### config.mk
export PLATFORM = sky130hd
export DESIGN_NAME = free_list_slot_allocator_top
export DESIGN_NICKNAME = d
export VERILOG_FILES = /design/src/rtl/core/flsa_pkg.sv /design/src/rtl/core/free_list_slot_allocator_top.sv
export VERILOG_INCLUDE_DIRS = /design/src /design/src/rtl/core
export SDC_FILE = /design/constraint.sdc
export NUM_CORES = 1
export LEC_CHECK = 0
export CORE_MARGIN = 2
export CORE_UTILIZATION = 42
export DETAILED_ROUTE_END_ITERATION = 16
export DONT_BUFFER_PORTS = 1
export SYNTH_ARGS = -nofsm -noshare
export SYNTH_HDL_FRONTEND = slang
export SYNTH_SLANG_ARGS = --single-unit
### constraint.sdc
create_clock -name clock -period 8.2 [get_ports clock]
set_input_delay 1.64 -clock clock [delete_from_list [all_inputs] [get_ports clock]]
set_output_delay 1.64 -clock clock [all_outputs]
set_load 0.02 [all_outputs]
### src/rtl/core/free_list_slot_allocator_top_defines.svh
// Assertion macros for the slot allocator.
`ifndef FREE_LIST_SLOT_ALLOCATOR_TOP_DEFINES_SVH
`define FREE_LIST_SLOT_ALLOCATOR_TOP_DEFINES_SVH

// Same-cycle implication.
`define FLSA_ASSERT_NOW(lbl, ante, cons, msg) \
   lbl: assert property (@(posedge clock) disable iff (reset) (ante) |-> (cons)) \
      else $error(msg);

// Next-cycle implication.
`define FLSA_ASSERT_NEXT(lbl, ante, cons, msg) \
   lbl: assert property (@(posedge clock) disable iff (reset) (ante) |=> (cons)) \
      else $error(msg);

`endif

### src/rtl/core/flsa_pkg.sv
package flsa_pkg;

   localparam int ENTRIES_DEFAULT = 64;

   localparam logic OP_RESERVE = 1'b0;
   localparam logic OP_RELEASE = 1'b1;

endpackage

### src/rtl/core/free_list_slot_allocator_top.sv
// Slot allocator over ENTRIES slots. A reserve hands out the most recently
// freed slot (slots 0, 1, 2, ... in order after reset); a release returns a
// slot that is in use and is refused for any other index. One word is taken
// at every clock edge where start is high; busy never rises, so a command may
// be issued every cycle. Each word gives one result word, shown for one cycle
// with rsp_strobe; the receiver cannot stall it. The result is formed by the
// registered read of the per-slot in-use memory and then by the free-stack
// update. No clearing pass follows reset.
`include "free_list_slot_allocator_top_defines.svh"

module free_list_slot_allocator_top
   import flsa_pkg::*;
#(
   parameter int ENTRIES = ENTRIES_DEFAULT,
   localparam int IDX_W = (ENTRIES > 1) ? $clog2(ENTRIES) : 1,
   localparam int CNT_W = $clog2(ENTRIES + 1)
) (
   input  logic             clock,
   input  logic             reset,
   input  logic             start,
   output logic             busy,
   input  logic             req_operation,
   input  logic [IDX_W-1:0] req_entry_index,
   output logic             rsp_strobe,
   output logic             rsp_success,
   output logic [IDX_W-1:0] rsp_granted_index,
   output logic [CNT_W-1:0] rsp_in_use_count
);

   // free stack: top in top_ff, next below in second, the rest in stk_data
   logic [IDX_W-1:0] stk_data [ENTRIES];
   logic             busy_mem [ENTRIES];

   logic             s1_valid_ff;
   logic             s1_op_ff;
   logic [IDX_W-1:0] s1_idx_ff;
   logic             busy_q_ff;

   logic [IDX_W-1:0] top_ff;
   logic [IDX_W-1:0] sec_mem_ff;
   logic [IDX_W-1:0] sec_reg_ff;
   logic             sec_from_mem_ff;
   logic [CNT_W-1:0] fc_ff;
   logic [CNT_W-1:0] minfc_ff;

   logic             rsp_strobe_ff;
   logic             rsp_success_ff;
   logic [IDX_W-1:0] rsp_granted_ff;
   logic [CNT_W-1:0] rsp_count_ff;

   logic             accept;
   logic [IDX_W-1:0] second;
   logic             idx_ok;
   logic             idx_written;
   logic             entry_busy;
   logic             do_pop;
   logic             do_push;
   logic [CNT_W-1:0] fc_in;
   logic [CNT_W-1:0] minfc_in;
   logic [IDX_W-1:0] top_in;
   logic [CNT_W-1:0] rd_pos;
   logic [IDX_W-1:0] rd_addr;
   logic             rd_needed;
   logic             rd_unwritten;
   logic [CNT_W-1:0] rd_init;
   logic             stk_we;
   logic [CNT_W-1:0] wr_pos;
   logic [IDX_W-1:0] wr_addr;
   logic             bz_we;
   logic [IDX_W-1:0] bz_addr;
   logic             bz_data;

   assign busy   = 1'b0;
   assign accept = start & ~busy;

   assign second = sec_from_mem_ff ? sec_mem_ff : sec_reg_ff;

   // a slot never reserved since reset has no valid in-use bit in memory
   assign idx_ok      = CNT_W'(s1_idx_ff) < CNT_W'(ENTRIES);
   assign idx_written = CNT_W'(s1_idx_ff) < (CNT_W'(ENTRIES) - minfc_ff);
   assign entry_busy  = idx_ok & idx_written & busy_q_ff;

   assign do_pop  = s1_valid_ff & (s1_op_ff == OP_RESERVE) & (fc_ff != '0);
   assign do_push = s1_valid_ff & (s1_op_ff == OP_RELEASE) & entry_busy;

   always_comb begin
      if (do_pop) begin
         fc_in  = fc_ff - CNT_W'(1);
         top_in = second;
      end else if (do_push) begin
         fc_in  = fc_ff + CNT_W'(1);
         top_in = s1_idx_ff;
      end else begin
         fc_in  = fc_ff;
         top_in = top_ff;
      end
   end

   assign minfc_in = (fc_in < minfc_ff) ? fc_in : minfc_ff;

   // stack positions below minfc-1 were never written; their reset-order contents come from rd_init
   assign rd_pos       = fc_in - CNT_W'(2);
   assign rd_addr      = rd_pos[IDX_W-1:0];
   assign rd_needed    = do_pop & (fc_in >= CNT_W'(2));
   assign rd_unwritten = (fc_in - CNT_W'(1)) < minfc_in;
   assign rd_init      = CNT_W'(ENTRIES - 1) - rd_pos;

   assign stk_we  = do_push & (fc_ff != '0);
   assign wr_pos  = fc_ff - CNT_W'(1);
   assign wr_addr = wr_pos[IDX_W-1:0];

   assign bz_we   = do_pop | do_push;
   assign bz_addr = do_pop ? top_ff : s1_idx_ff;
   assign bz_data = do_pop;

   always_ff @(posedge clock) begin
      if (stk_we) begin
         stk_data[wr_addr] <= top_ff;
      end
      if (rd_needed && !rd_unwritten) begin
         sec_mem_ff <= stk_data[rd_addr];
      end
   end

   always_ff @(posedge clock) begin
      if (bz_we) begin
         busy_mem[bz_addr] <= bz_data;
      end
      if (accept) begin
         if (bz_we && bz_addr == req_entry_index) begin
            busy_q_ff <= bz_data;
         end else begin
            busy_q_ff <= busy_mem[req_entry_index];
         end
      end
   end

   always_ff @(posedge clock) begin
      if (reset) begin
         s1_valid_ff     <= 1'b0;
         fc_ff           <= CNT_W'(ENTRIES);
         minfc_ff        <= CNT_W'(ENTRIES);
         top_ff          <= '0;
         sec_reg_ff      <= IDX_W'(1);
         sec_from_mem_ff <= 1'b0;
         rsp_strobe_ff   <= 1'b0;
      end else begin
         s1_valid_ff   <= accept;
         fc_ff         <= fc_in;
         minfc_ff      <= minfc_in;
         top_ff        <= top_in;
         rsp_strobe_ff <= s1_valid_ff;
         if (rd_needed) begin
            sec_from_mem_ff <= ~rd_unwritten;
            sec_reg_ff      <= rd_init[IDX_W-1:0];
         end else if (do_push) begin
            sec_from_mem_ff <= 1'b0;
            sec_reg_ff      <= top_ff;
         end
      end
   end

   always_ff @(posedge clock) begin
      if (accept) begin
         s1_op_ff  <= req_operation;
         s1_idx_ff <= req_entry_index;
      end
      rsp_success_ff <= do_pop | do_push;
      rsp_granted_ff <= do_pop ? top_ff : '0;
      rsp_count_ff   <= CNT_W'(ENTRIES) - fc_in;
   end

   assign rsp_strobe        = rsp_strobe_ff;
   assign rsp_success       = rsp_success_ff;
   assign rsp_granted_index = rsp_granted_ff;
   assign rsp_in_use_count  = rsp_count_ff;

   `FLSA_ASSERT_NOW(a_count_matches_stack, rsp_strobe, rsp_in_use_count == CNT_W'(ENTRIES) - fc_ff, "in-use count disagrees with free stack depth")
   `FLSA_ASSERT_NOW(a_low_mark_bound, 1'b1, minfc_ff <= fc_ff, "free low mark above free count")
   `FLSA_ASSERT_NOW(a_grant_zero_on_fail, rsp_strobe && !rsp_success, rsp_granted_index == '0, "nonzero grant on refused word")
   `FLSA_ASSERT_NEXT(a_result_latency, start && !busy, ##1 rsp_strobe, "accepted word gave no result")

endmodule
# Yosys cells after proc, flatten, opt, wreduce, memory -nomap -nowiden
# Memories as Yosys holds them, arrays and structs flattened. A register that Yosys moved wholly into a read port is not among the register bits.
# Cells that the tools add are included.
word_totals:
  reg_bits: 50
  ram_bits: 448
  output_inout_bits: 16
  inputBits: 10
  elab_cells: 55
  mem_count: 2
mem_list:
  columns: ["memory", "words", "word_bits", "read_ports", "rd_ports_with_merged_regs", "write_ports", "line_no", "text"]
  rows:
  - ["stk_data", 64, 6, 1, 1, 1, "free_list_slot_allocator_top.sv:31", "logic [IDX_W-1:0] stk_data [ENTRIES];"]
  - ["busy_mem", 64, 1, 1, 1, 1, "free_list_slot_allocator_top.sv:32", "logic busy_mem [ENTRIES];"]
op_classes:
  muxes: 15
  n_bitwise: 10
  add_sub_neg: 7
  n_lt_le_gt_ge: 4
  n_reduce_logical: 5
ops:
  columns: ["cell", "count"]
  rows:
  - ["two-way mux 6 bit", 6]
  - ["two-way mux 7 bit", 3]
  - ["less-than comparator 7 bit", 2]
  - ["subtractor 7 x 1 -> 7 bit (second input constant)", 2]
  - ["subtractor 7 bit (first input constant)", 2]
  - ["adder 7 x 1 -> 7 bit (second input constant)", 1]
  - ["AND 1 bit", 7]
  - ["greater-or-equal comparator 7 x 2 -> 1 bit (second input constant)", 1]
  - ["less-than comparator 6 x 7 -> 1 bit", 1]
  - ["nonzero test 7 bit", 1]
  - ["two-way mux 1 bit", 6]
  - ["subtractor 6 x 2 -> 6 bit (second input constant)", 1]
  - ["subtractor 6 bit (first input constant)", 1]
  - ["nonzero test 2 bit", 2]
  - ["inverter 1 bit", 2]
  - ["logical AND 1 bit", 1]
  - ["zero test 1 bit", 1]
  - ["OR 1 bit", 1]

# Logic depth before layout (Yosys ltp)
depth:
  depth_word: 11
  mapped_depth: 25
  ltp_nobuf: 24

# Worst setup path before layout
# No wires, ideal clock.
synth_timing:
  path_kind: "register -> register"
  from: "register minfc_ff[4]"
  to: "register sec_mem_ff[0], read port of stk_data, enable pin"
  required_time_ns: 7.828
  period_less_slack_ns: 5.169
  path_stages_with_launch: 22
  arrival_time_ns: 4.797
  path_buffers: 1
  setup_time_ns: 0.372
  slack_ns: 3.031
  cell_sequence: "dfxtp_1 > or3_4 > nor3_1 > xnor2_1 > ha_1 > a211oi_1 > o21a_1 > o21ai_0 > a21oi_1 > or2_2 > buf_2 > clkinv_1 > ha_1 > a21o_1 > a21o_1 > a21oi_1 > o21ai_2 > mux2i_1 > ha_1 > and4_1 > o211ai_1 > a21oi_1"
synth_via:
  elab_chain_cells: 11
  elab_cells_between_ends: 15
  cone_classes: "add/sub: 3; order compare: 4; mux: 3; bitwise: 3; reduce/logical: 2"
synth_lines:
  columns: ["element", "line_no", "text"]
  rows:
  - ["from (decl)", "free_list_slot_allocator_top.sv:44", "logic [CNT_W-1:0] minfc_ff;"]
  - ["from (signal assigned)", "free_list_slot_allocator_top.sv:142", "minfc_ff <= CNT_W'(ENTRIES);"]
  - ["from (signal assigned)", "free_list_slot_allocator_top.sv:150", "minfc_ff <= minfc_in;"]
  - ["subtractor 7 bit *", "free_list_slot_allocator_top.sv:80", "assign idx_written = CNT_W'(s1_idx_ff) < (CNT_W'(ENTRIES) - minfc_ff);"]
  - ["less-than comparator 6 x 7 -> 1 bit *", "free_list_slot_allocator_top.sv:80", null]
  - ["AND 1 bit *", "free_list_slot_allocator_top.sv:81", "assign entry_busy = idx_ok & idx_written & busy_q_ff;"]
  - ["AND 1 bit *", "free_list_slot_allocator_top.sv:84", "assign do_push = s1_valid_ff & (s1_op_ff == OP_RELEASE) & entry_busy;"]
  - ["two-way mux 7 bit *", "free_list_slot_allocator_top.sv:90", "end else if (do_push) begin"]
  - ["two-way mux 7 bit *", "free_list_slot_allocator_top.sv:87", "if (do_pop) begin"]
  - ["named net fc_in[3]", "free_list_slot_allocator_top.sv:58", "logic [CNT_W-1:0] fc_in;"]
  - ["less-than comparator 7 bit", "free_list_slot_allocator_top.sv:99", "assign minfc_in = (fc_in < minfc_ff) ? fc_in : minfc_ff;"]
  - ["two-way mux 7 bit", "free_list_slot_allocator_top.sv:99", null]
  - ["less-than comparator 7 bit", "free_list_slot_allocator_top.sv:105", "assign rd_unwritten = (fc_in - CNT_W'(1)) < minfc_in;"]
  - ["zero test 1 bit", "free_list_slot_allocator_top.sv:120", "if (rd_needed && !rd_unwritten) begin"]
  - ["logical AND 1 bit", "free_list_slot_allocator_top.sv:120", null]
  - ["to (decl)", "free_list_slot_allocator_top.sv:40", "logic [IDX_W-1:0] sec_mem_ff;"]
# The timed path passes the listed nets; every way through them passes the cells marked *.
# A chain may end at the register's enable or synchronous reset.

# Worst setup path in the final report
layout_timing:
  from: "register fc_ff[0]"
  to: "register sec_mem_ff[5], read port of stk_data, enable pin"
layout_via:
  elab_chain_cells: 8
  elab_cells_between_ends: 15
  cone_classes: "add/sub: 4; order compare: 3; mux: 3; bitwise: 2; reduce/logical: 3"
layout_lines:
  columns: ["element", "line_no", "text"]
  rows:
  - ["from (decl)", "free_list_slot_allocator_top.sv:43", "logic [CNT_W-1:0] fc_ff;"]
  - ["from (signal assigned)", "free_list_slot_allocator_top.sv:141", "fc_ff <= CNT_W'(ENTRIES);"]
  - ["from (signal assigned)", "free_list_slot_allocator_top.sv:149", "fc_ff <= fc_in;"]
  - ["adder 7 x 1 -> 7 bit or nonzero test 7 bit (tied branches)", "free_list_slot_allocator_top.sv:91, free_list_slot_allocator_top.sv:83", null]
  - ["two-way mux 7 bit or AND 1 bit (tied branches)", "free_list_slot_allocator_top.sv:90, free_list_slot_allocator_top.sv:83", null]
  - ["two-way mux 7 bit", "free_list_slot_allocator_top.sv:87", null]
  - ["less-than comparator 7 bit", "free_list_slot_allocator_top.sv:99", null]
  - ["two-way mux 7 bit", "free_list_slot_allocator_top.sv:99", null]
  - ["less-than comparator 7 bit", "free_list_slot_allocator_top.sv:105", null]
  - ["zero test 1 bit", "free_list_slot_allocator_top.sv:120", null]
  - ["logical AND 1 bit", "free_list_slot_allocator_top.sv:120", null]
# Parallel ways exist; a longest one is shown, timed or not.

==> metrics.txt <==
number of buffers created by CTS=51; Yosys Warn Count=0; commonest non-fill, non-tap cell in the layout=edfxtp_1; WHS=0.4605 ns; # rows=82; Worst Clk Skew=0.05160 ns; unrepaired setup endpoints after global routing=no; antenna cells=0; R2R Setup Slk=1.95 ns; hold_sp=sec_reg_ff[5]$_SDFFE_PP0P_; WL final=47.66 mm; Area Growth Syn to Fin=11.08%; Post-Syn Area=0.02118 sq mm; final-report hold violation count=0; worst r2r src=fc_ff[0]$_SDFF_PP0_; CTS H-tree lvls=2; DP Wirelength=29.37 mm; Synth async-reset ratio=0%; grt met2 use=29.88%; number of remaining DRC errors=0; Yosys reg bits=505; post-synth top area cell=edfxtp_1; chip width=228.6 um; GRT Overall Usage=18.32%; GP Congestion=0.8659; Setup TNS=0 ns; Antenna Violating Nets Remaining=0; clock latency on the worst-skew pair=0.61 ns; met1 Track Usage GR=25.49%; post-route cell area=0.02353 sq mm; Crit-path slowest cell=a21o_1; max cap viols=0; Slew @ Worst Pin=1.195 ns; die height=228.6 um; Synth Instances=1282; # IOs=26; IO buf count=0; critical path data required time=8.45 ns; status=finished, final reports clean; max-slew violation count=0; Critical Path Sink Type=flop; Longest Clk Path Bufs=3; worst vdd ir=165.0 uV; Post-Layout Cell Count=2000; drt wl/cell=23.83 um; clk sinks=505; first-pass detailed-route iteration total=5; Final WS setup=1.947 ns; synth top area cells=edfxtp_1 (66%), mux4_2 (12%), dfxtp_1 (4.1%), nor2_1 (2.7%), a22oi_1 (1.9%); PD cells=291.6 mW/mm^2; final setup fails=0; Seq/Total Area, Yosys=69.57%; TritonCTS clock tree=built; clock-pin slew on the worst setup and hold paths=0.06 ns; Leak=7.479 nW; Max Fclk=0.1599 GHz; Reg2Reg Depth=18; die area=0.05224 sq mm; Vias/cell=5.717; critical path, cell by cell=inv_1, ha_1, nor4b_2, a21o_1, nor3_1, or2_2, o211ai_1, inv_1, ha_1, a21o_1, a21o_1, a21oi_1, o21ai_2, mux2i_1, ha_1, and4_1, o211ai_1, a21oi_1; cts repair resizes=0; EDFF count, synth=462; top_reg_cell synth=edfxtp_1; root buf cell=clkbuf_16; pre-CTS setup slack=2.006 ns; Reg-to-Reg End=sec_mem_ff[5]$_DFFE_PP_; DP Cell Count=1906; Critical Path Fanout Max=30; Starting Density=42.39%; Post-CTS Hold Buffers=0; post-layout util=47.09%; initial antenna violation count=0; vias in the first global route=11560; syn_nets=1317; Crit Path Category=reg -> reg; global-route wire length before repair=72.22 mm; share of cells above drive strength 1=18.00%; Synth top area share=65.50%; Data arrival, critical path=6.50 ns; fillcell total=4240; Worst Hold End=sec_reg_ff[5]$_SDFFE_PP0P_; Tcrit/Tclk final=76.25%; hold crit path type=reg -> reg; largest net degree at the start of global routing=82; initial drt markers=1094; post-layout minimum cycle time=6.253 ns; syn_area_per_cell=16.52 sq um; gr ovfl total=0; Hold Path Stages=2; Core ar.=0.04997 sq mm; Total Power=6.861 mW; DR vias=11430; fin nets=1322; Cell Area, Placed=0.02187 sq mm; commonest cells after routing, fill and taps aside=edfxtp_1 (462), nor2_1 (153), mux4_2 (113); GRT busiest layer=met2; Startpoint Class=flop; GR Util met3=2.670%; Slew HR=19.83%; Post-CTS Setup Inserts=0; worst stage delay on the critical path=0.80 ns; Netlist cell types=68
==> routing by layer <==
metal	vias to the layer above	routed length [um]
met5	-	0
met4	0	1165
met3	75	2479
met2	331	23270
met1	5938	20740
li1	5090	-
==> synthesized netlist by cell type (14+ instances only) <==
cell / n
a21oi_1: 39
a22oi_1: 53
buf_2: 24
clkbuf_1: 30
dfxtp_1: 43
edfxtp_1: 462
ha_1: 25
inv_1: 20
mux4_2: 113
nand2_1: 74
nand3_1: 17
nor2_1: 153
nor3_1: 14
xnor2_1: 19
==> state kept, by name (all words and copies together) (netlist names) <==
name / cells
rsp_strobe: 1
rsp_in_use_count: 7
busy_mem: 64
rsp_granted_index: 6
minfc_ff: 7
busy_q_ff: 1
sec_from_mem_ff: 1
stk_data: 384
sec_mem_ff: 6
rsp_success: 1
s1_op_ff: 1
s1_idx_ff: 6
s1_valid_ff: 1
top_ff: 6
fc_ff: 7
sec_reg_ff: 6
==> layout make-up <==
| type | instances | area (sq um) | share of cell area, % |
|---|---|---|---|
| inverters | 24 | 95.09 | 0.4042 |
| repair buffers | 15 | 112.6 | 0.4786 |
| well taps | 672 | 840.8 | 3.574 |
| flip-flops and latches | 505 | 14740 | 62.66 |
| clock inverters | 30 | 292.8 | 1.244 |
| clock buffers | 64 | 1366 | 5.807 |
| multi-input cells | 690 | 6078 | 25.83 |
==> critical path, delay by kind of cell (launching register included) <==
kind	cells	cell delay, ns
AO/OA/AOI/OAI	8	2.87
adder cells (fa/ha/maj)	3	0.93
AND/OR/NAND/NOR	4	0.92
buffers and inverters	2	0.61
flip-flops	1	0.38
multiplexers	1	0.19
==> kinds of logic (layout without fill, tap and decap cells) <==
family / after synthesis / in the layout / share of synthesized area, %
flops: 505 / 505 / 69.57
simple gates: 329 / 329 / 7.065
compound gates: 182 / 182 / 6.274
mux: 125 / 125 / 12.60
buf+inv: 87 / 133 / 1.843
xor+xnor: 28 / 28 / 1.158
fa+ha+maj: 25 / 25 / 1.477
other cells: 1 / 1 / 0.01771
==> worst max path at each step <==
stage	startpoint	endpoint	depth (start not counted)
after global placement	minfc_ff[0]$_SDFF_PP0_	sec_mem_ff[2]$_DFFE_PP_	22
after detailed placement	fc_ff[0]$_SDFF_PP0_	sec_mem_ff[4]$_DFFE_PP_	18
final	fc_ff[0]$_SDFF_PP0_	sec_mem_ff[5]$_DFFE_PP_	18
after global routing	fc_ff[0]$_SDFF_PP0_	sec_mem_ff[5]$_DFFE_PP_	18
after CTS	fc_ff[0]$_SDFF_PP0_	sec_mem_ff[5]$_DFFE_PP_	18
after floorplan	minfc_ff[4]$_SDFF_PP0_	sec_mem_ff[0]$_DFFE_PP_	21
==> power by group <==
part / leakage [nW] / switching (mW) / internal [mW]
clock network: 0.808 / 0.983 / 1.31
logic: 2.06 / 0.945 / 0.602
registers: 4.61 / 0.0818 / 2.94
No activity file was read; power rests on OpenSTA's default activity.
